### src/hdl/ple_pkg.sv
// Shared constants, codes and control types for the positional list engine.
package ple_pkg;

  localparam int CAPACITY_DEF    = 128;
  localparam int ENTRY_WIDTH_DEF = 16;
  // Cells examined per cycle by the scan unit.
  localparam int SCAN_GROUP      = 32;

  localparam int OPC_W     = 3;
  localparam int VAL_W     = 16;
  localparam int POS_W     = 8;
  localparam int STAT_W    = 2;
  localparam int CNT_OUT_W = 8;

  localparam logic [OPC_W-1:0] OP_INS_FRONT = 3'd0;
  localparam logic [OPC_W-1:0] OP_INS_END   = 3'd1;
  localparam logic [OPC_W-1:0] OP_INS_POS   = 3'd2;
  localparam logic [OPC_W-1:0] OP_REM_FRONT = 3'd3;
  localparam logic [OPC_W-1:0] OP_REM_END   = 3'd4;
  localparam logic [OPC_W-1:0] OP_REM_POS   = 3'd5;
  localparam logic [OPC_W-1:0] OP_SEARCH    = 3'd6;

  localparam logic [STAT_W-1:0] ST_OK    = 2'd0;
  localparam logic [STAT_W-1:0] ST_FULL  = 2'd1;
  localparam logic [STAT_W-1:0] ST_EMPTY = 2'd2;
  localparam logic [STAT_W-1:0] ST_RANGE = 2'd3;

  typedef enum logic {
    S_IDLE,
    S_SCAN
  } state_t;

  // Broadcast to every cell.
  typedef struct packed {
    logic ins;
    logic rem;
  } cell_ctl_t;

  // Returned by the scan unit.
  typedef struct packed {
    logic done;
    logic found;
  } scan_stat_t;

endpackage

### src/hdl/ple_cell.sv
// One list slot: holds an entry, shifts with its neighbors, matches the search key.
module ple_cell import ple_pkg::*; #(
  parameter int IDX   = 0,
  parameter int EW    = ENTRY_WIDTH_DEF,
  parameter int IDX_W = 7,
  parameter int CNT_W = 8
) (
  input  logic             clk,
  input  cell_ctl_t        ctl,
  input  logic [IDX_W-1:0] pos,
  input  logic [EW-1:0]    ins_data,
  input  logic [EW-1:0]    key,
  input  logic [CNT_W-1:0] count,
  input  logic [EW-1:0]    left_i,
  input  logic [EW-1:0]    right_i,
  output logic [EW-1:0]    data_o,
  output logic             hit_o,
  output logic [EW-1:0]    tap_o
);

  localparam logic [IDX_W-1:0] MY_IDX = IDX_W'(IDX);
  localparam logic [CNT_W-1:0] MY_CNT = CNT_W'(IDX);

  logic [EW-1:0] data_r;
  logic [EW-1:0] data_nxt;

  always_comb begin
    data_nxt = data_r;
    if (ctl.ins) begin
      if (MY_IDX == pos) begin
        data_nxt = ins_data;
      end else if (MY_IDX > pos) begin
        data_nxt = left_i;
      end
    end else if (ctl.rem && (MY_IDX >= pos)) begin
      data_nxt = right_i;
    end
  end

  always_ff @(posedge clk) begin
    data_r <= data_nxt;
  end

  assign data_o = data_r;
  // only live slots may match
  assign hit_o  = (data_r == key) && (MY_CNT < count);
  assign tap_o  = (MY_IDX == pos) ? data_r : '0;

endmodule

### config.mk
export PLATFORM = sky130hd
export DESIGN_NAME = ple_cell
export DESIGN_NICKNAME = d
export VERILOG_FILES = /design/src/hdl/ple_pkg.sv /design/src/hdl/ple_cell.sv
export SDC_FILE = /design/constraint.sdc
export NUM_CORES = 1
export LEC_CHECK = 0
export ABC_AREA = 1
export BUFFER_PORTS_ARGS = -buffer_cell sky130_fd_sc_hd__buf_4
export CAP_MARGIN = 5
export CORE_ASPECT_RATIO = 1.25
export CORE_MARGIN = 4
export CORE_UTILIZATION = 30
export DETAILED_ROUTE_END_ITERATION = 12
export PLACE_DENSITY = 0.67
export SLEW_MARGIN = 40
export SYNTH_ARGS = -nofsm -noshare
export SYNTH_HDL_FRONTEND = slang
export SYNTH_SLANG_ARGS = --single-unit
### constraint.sdc
create_clock -name clk -period 4.1 [get_ports clk]
set_clock_uncertainty 0.15 [all_clocks]
set_input_delay 0.41 -clock clk [delete_from_list [all_inputs] [get_ports clk]]
set_output_delay 0.41 -clock clk [all_outputs]
set_load 0.02 [all_outputs]
# After elaboration in Yosys (flattened, before gate mapping)
# Cells that the tools add are included.
dict set report totals {
  regBits 16
  inputBits 82
  out_inout_bits 33
  word_cells 16
}
dict set report classes {
  order_cmp 3
  eq_ne 2
  n_mux 5
  reduce_logical 5
}
# op n
set ops {}
lappend ops {{$mux W16} 5}
lappend ops {{$eq A16 B16 Y1} 1}
lappend ops {{$lt A1 B8 Y1 const A} 1}
lappend ops {{$ge A1 B7 Y1 const A} 1}
lappend ops {{$gt A1 B7 Y1 const A} 1}
lappend ops {{$logic_not A7 Y1} 1}
lappend ops {{$ne A3 B1 Y1 const B} 1}
lappend ops {{$logic_and A1 B1 Y1} 2}
lappend ops {{$reduce_and A2 Y1} 1}
lappend ops {{$reduce_bool A2 Y1} 1}

# Depth between registers and ports, before layout
# Gate-level depths: netlist of the first run.
dict set report logic_depth {
  word_depth 4
  depth_mapped 7
}

# Worst setup path after synthesis of the first run
# OpenSTA, ideal clock, no wires.
dict set report synth_path {
  path_type {input port to flip-flop}
  startpoint {input port pos[6]}
  endpoint {register data_r[0], in the netlist data_o[0] (enable)}
  setup_time_ns 0.389
  arrival_time_ns 1.665
  t_required_ns 3.561
  slack_ns 1.897
  cell_stages 6
  path_cell_list {nor2_1 nand2_1 nor2_4 inv_4 buf_6 nor2_1}
}
dict set report synth_via {
  elab_chain_cells 4
}
# item line
set synth_rtl {}
lappend synth_rtl {{start, declared} ple_cell.sv:10} ;# input logic [IDX_W-1:0] pos,
lappend synth_rtl {{$ge A1 B7 Y1} ple_cell.sv:35} ;# end else if (ctl.rem && (MY_IDX >= pos)) begin
lappend synth_rtl {{$logic_and A1 B1 Y1} ple_cell.sv:35}
lappend synth_rtl {{$reduce_bool A2 Y1 (no source line)} --}
lappend synth_rtl {{$reduce_and A2 Y1 (no source line) *} --}
lappend synth_rtl {{end signal, assigned} ple_cell.sv:41} ;# data_r <= data_nxt;
lappend synth_rtl {{end, declared} ple_cell.sv:24} ;# logic [EW-1:0] data_r;
# Every way passes the cells marked *; elsewhere a longest branch is shown, timed or not.
# A chain may end at the register's enable or synchronous reset.

# Worst setup path in the final report of the first run
dict set report layout_path {
  startpoint {input port pos[6]}
  endpoint {output port tap_o[2]}
}
dict set report layout_via {
  elab_chain_cells 2
}
# item line
set layout_rtl {}
lappend layout_rtl {{$logic_not A7 Y1} ple_cell.sv:47} ;# assign tap_o = (MY_IDX == pos) ? data_r : '0;
lappend layout_rtl {{$mux W16} ple_cell.sv:47}
lappend layout_rtl {{end, declared} ple_cell.sv:18} ;# output logic [EW-1:0] tap_o
# Every way passes these cells.

==> results of run 1 <==
layout by cell type (no fill, tap or decap):
| cell type | n |
|---|---|
| o21ai_0 | 19 |
| nand4_1 | 1 |
| nor2_1 | 45 |
| edfxtp_1 | 16 |
| clkbuf_8 | 3 |
| inv_1 | 26 |
| buf_4 | 115 |
| xnor2_1 | 4 |
| nand2_1 | 48 |
| nor2_4 | 1 |
| clkinv_1 | 1 |
| inv_4 | 1 |
| o21ai_1 | 13 |
| xor2_1 | 4 |
| nand3_1 | 2 |
| nor2_2 | 2 |
cell type report:
cell class                      instances  share of cell area (%)
Sequential cell                        16                   22.02
Timing Repair Buffer                  115                   39.56
Clock buffer                            3                   1.892
Multi-Input combinational cell        139                   28.38
Clock inverter                          1                  0.1720
Inverter                               27                   4.759
Tap cell                               56                   3.211
critical path: stages:
cell     delay, ns
buf_4         0.11
nor2_1        0.09
nand2_1       0.08
nor2_4        0.31
inv_4         0.21
nor2_1        0.15
buf_4         0.15
where the power goes:
part | total, mW | switching [mW] | leakage, nW | internal (mW)
Clock | 0.112 | 0.0459 | 0.0231 | 0.0661
Sequential | 0.183 | 0.000756 | 0.139 | 0.182
Combinational | 0.0965 | 0.0334 | 1.00 | 0.0631
through the flow:
stage                     cells  hold WS [ns]
after floorplan             188        0.4512
after global placement      353        0.5510
after detailed placement    353        0.5457
after CTS                   357        0.2951
after global routing        357        0.2962
final                       357        0.3000
synthesized netlist by cell type, drive strengths merged:
library cell | instances | share of area [%]
nand2 | 48 | 14
nor2 | 48 | 15
o21ai | 32 | 13
inv | 27 | 8.3
edfxtp | 16 | 38
buf | 4 | 3.1
xnor2 | 4 | 2.8
xor2 | 4 | 2.8
clkbuf | 2 | 0.70
nand3 | 2 | 0.80
nand4 | 1 | 0.50
final timing paths:
kind | startpoint | to | slack [ns] | cells past startpoint
worst max-delay path | pos[6] | tap_o[2] | 2.02 | 7
worst min-delay path | right_i[1] | data_o[1] | 0.30 | 3
cells by family after synthesis:
family | Yosys count | share of synthesized area (%)
buffers and inverters | 33 | 12.10
flip-flops | 16 | 38.40
AO/OA/AOI/OAI | 32 | 12.80
XOR/XNOR | 8 | 5.599
AND/OR/NAND/NOR | 99 | 31.10
metal layers:
layer	global-route usage (%)	vias to the layer above
met5	0	-
met4	4.979	0
met3	2.098	2
met2	26.48	61
met1	15.48	607
li1	-	810
==> flow_summary.yaml, run 1 <==
sta:
  hold_violations: 0
  timing.final.crit_share_pct: 50.69
  fin_tns_setup_ns: 0
  setup_ws_ns: 2.022
  tightest_slew_ns: 0.4436
  setup_viol: 0
  maxSlewViolCount: 0
  period_minus_slack_ns: 2.078
  rsz0062_at_grt: "no"
  slew_headroom_pct: 70.39
  max_freq_mhz: 481.2
floorplan:
  io_pins: 115
  die-area_um2: 5274
  initial_core_util_pct: 30.77
  die_x_um: 65.76
  rows: 26
  core_area_um2: 4066
  die_h_um: 80.21
layout:
  seq_area_um2: 480.5
  fin_area_um2: 2182
  drive_gt1_share_pct: 40.53
  multi_input_area_um2: 619.3
  fill_cells: 397
  final_core_util_pct: 53.66
  layout.nets: 384
  largest_reg_flops: 16
  diodes: 0
  area_growth_pct: 74.40
critical_path:
  cp.required_ns: 3.54
  worstPathMaxFanout: 33
  criticalPathCategory: "input port to output pin"
  start_kind: "input port"
  arrival_ns: 1.52
  crit_path_end_kind: "output pin"
global_routing:
  grt_pass1_wl_mm: 5.830
  antenna_found_initial: 0
  grt_usage_pct: 14.02
  grt_max_degree: 34
  grt-ovfl-total: 0
  grt_pass1_vias: 1360
routing:
  top_layer: "met4"
  drt-total-wl_mm: 3.949
  wl_met1_mm: 1.406
  met3WireLength_um: 326
  wl_met2_mm: 2.182
  wl_per_cell_um: 11.06
  ant_nets: 0
  viasPerCell: 4.146
  vias: 1480
  drtIter0Drc: 46
  first_pass_iters: 4
  drcViolationCount: 0
clocking:
  cts-resized-gates: 0
  clockBufferDepth: 2
  htreeDepth: 1
  hold_buffers: 0
  cts-root-buf: "clkbuf_8"
  path_clk_slew_ns: 0.05
  cts_tree: "yes"
  clock-sinks: 16
  cts_buffers: 3
  postCtsSetupBuffers: 0
place:
  hpwl_mm: 3.354
  port_buffers: 114
  gp_congestion: 0.7872
  place_ws_ns: 2.003
  place_area_um2: 2137
synth:
  yosys_warnings: 0
  synthDistinctLibCells: 17
  syn_inst: 188
  ys_ff_latch: 16
  synth_nets: 270
  ys_seq_area_share_pct: 38.40
  post_synth_instance_area_um2: 1251
  syn_area_per_cell_um2: 6.655
power_and_ir_drop:
  power.leakage_nw: 1.164
  power-per-cell-area_nw_per_um2: 179.5
  irDropWorstVdd_mv: 0.07794
  total_power_mw: 0.3917
hold_path:
  hold_path.class: "input port to flop"
flow_run:
  max-cap-violations: 0
outcome:
  status: "complete, no violations"
Power figures use the tool's default switching activity.
==> run 2, diff against run 1 <==
Settings changed: PLACE_DENSITY 0.67 to 0.7.
Clock period 4.1 ns to 1.9 ns, I/O delays scaled along.
==> run 2 against run 1 <==
  * Sequential share of layout area is 0.16 points lower
  * Total power is 110% higher
  * Clock power is 110% higher
  * Global-route usage is 1.2 points higher
  * Worst setup slack worse by 1.9 ns
  * Critical path type is now flop to output pin
==> flow_summary.yaml, run 2 (synthesis results as in run 1) <==
outcome:
  status: "complete, no violations"
layout:
  fill_cells: 393
  fin_area_um2: 2198
  drive_gt1_share_pct: 42.52
  diodes: 0
  layout.nets: 385
  final_cell_mix: "116 x buf_4, 48 x nand2_1, 42 x nor2_1"
  area_growth_pct: 75.70
  multi_input_area_um2: 631.9
  final_core_util_pct: 54.06
  seq_area_um2: 480.5
  mostFrequentLayoutCell: "buf_4"
  largest_reg_flops: 16
global_routing:
  grt-ovfl-total: 0
  grt_usage_pct: 15.20
  grt_pass1_wl_mm: 6.230
  grt_pass1_vias: 1506
  grt_max_degree: 34
  antenna_found_initial: 0
critical_path:
  cp_top_family: "flip-flops"
  arrival_ns: 1.42
  criticalPathCategory: "flop to output pin"
  crit_chain: "xnor2_1, nand2_1, nor2_1, nand3_2, nor2_2, buf_4"
  slowest_delay_ns: 0.42
  cp.required_ns: 1.56
  start_kind: "flop"
  slowest_stage: "edfxtp_1"
  crit_path_end_kind: "output pin"
  cp_num_buf_inv: 1
  worstPathMaxFanout: 3
sta:
  max_freq_mhz: 568.7
  hold_violations: 0
  period_minus_slack_ns: 1.758
  maxSlewViolCount: 0
  timing.final.crit_share_pct: 92.55
  slew_headroom_pct: 68.03
  rsz0062_at_grt: "no"
  tightest_slew_ns: 0.4790
  setup_viol: 0
  setup_ws_ns: 0.1416
  fin_tns_setup_ns: 0
routing:
  vias: 1526
  drtIter0Drc: 47
  drt-total-wl_mm: 4.073
  drcViolationCount: 0
  first_pass_iters: 4
  viasPerCell: 4.275
  wl_per_cell_um: 11.41
  ant_nets: 0
clocking:
  cts-root-buf: "clkbuf_8"
  clockBufferDepth: 2
  path_clk_slew_ns: 0.05
  cts-resized-gates: 0
  clock-sinks: 16
  cts_tree: "yes"
  cts_buffers: 3
  postCtsSetupBuffers: 0
  hold_buffers: 0
  htreeDepth: 1
floorplan:
  die_h_um: 80.21
  die_x_um: 65.76
  rows: 26
  io_pins: 115
  initial_core_util_pct: 30.77
  die-area_um2: 5274
  core_area_um2: 4066
power_and_ir_drop:
  power-per-cell-area_nw_per_um2: 381.9
  power.leakage_nw: 1.166
  irDropWorstVdd_mv: 0.1911
place:
  gp_congestion: 0.7864
  place_area_um2: 2147
  hpwl_mm: 3.484
  place_ws_ns: 0.3033
  port_buffers: 114
flow_run:
  max-cap-violations: 0
hold_path:
  hold_path.class: "input port to flop"
==> run 2: final cells by class <==
| class | instances | area share, % |
|---|---|---|
| Tap cell | 56 | 3.187 |
| Timing Repair Buffer | 116 | 39.61 |
| Sequential cell | 16 | 21.86 |
| Clock buffer | 3 | 1.878 |
| Inverter | 27 | 4.724 |
| Multi-Input combinational cell | 139 | 28.74 |
==> run 2: report_power, final <==
part           switching, mW  internal [mW]
clock network         0.0922          0.140
logic                 0.0757          0.137
registers            0.00169          0.394
==> run 2: through the flow <==
stage                     power [mW]  cells  hold slack [ns]
final                         0.8396    357          0.09152
after global routing          0.8910    357          0.09343
after CTS                     0.8523    357          0.08536
after detailed placement      0.6161    354           0.3391
after global placement        0.6128    354           0.3356
after floorplan               0.4675    188           0.2312
==> run 2: routing by layer <==
metal / part of all wire (%) / GRT usage, % / vias to the layer above
li1: - / - / 809
met4: 1.1 / 4.979 / 0
met3: 7.8 / 2.937 / 4
met2: 56 / 29.89 / 60
met5: 0 / 0 / -
met1: 35 / 15.54 / 653
==> run 2: worst paths after layout <==
kind	from	endpoint	slack [ns]	cells past startpoint
max	data_o[6]	hit_o	0.14	6
min	right_i[7]	data_o[7]	0.09	3
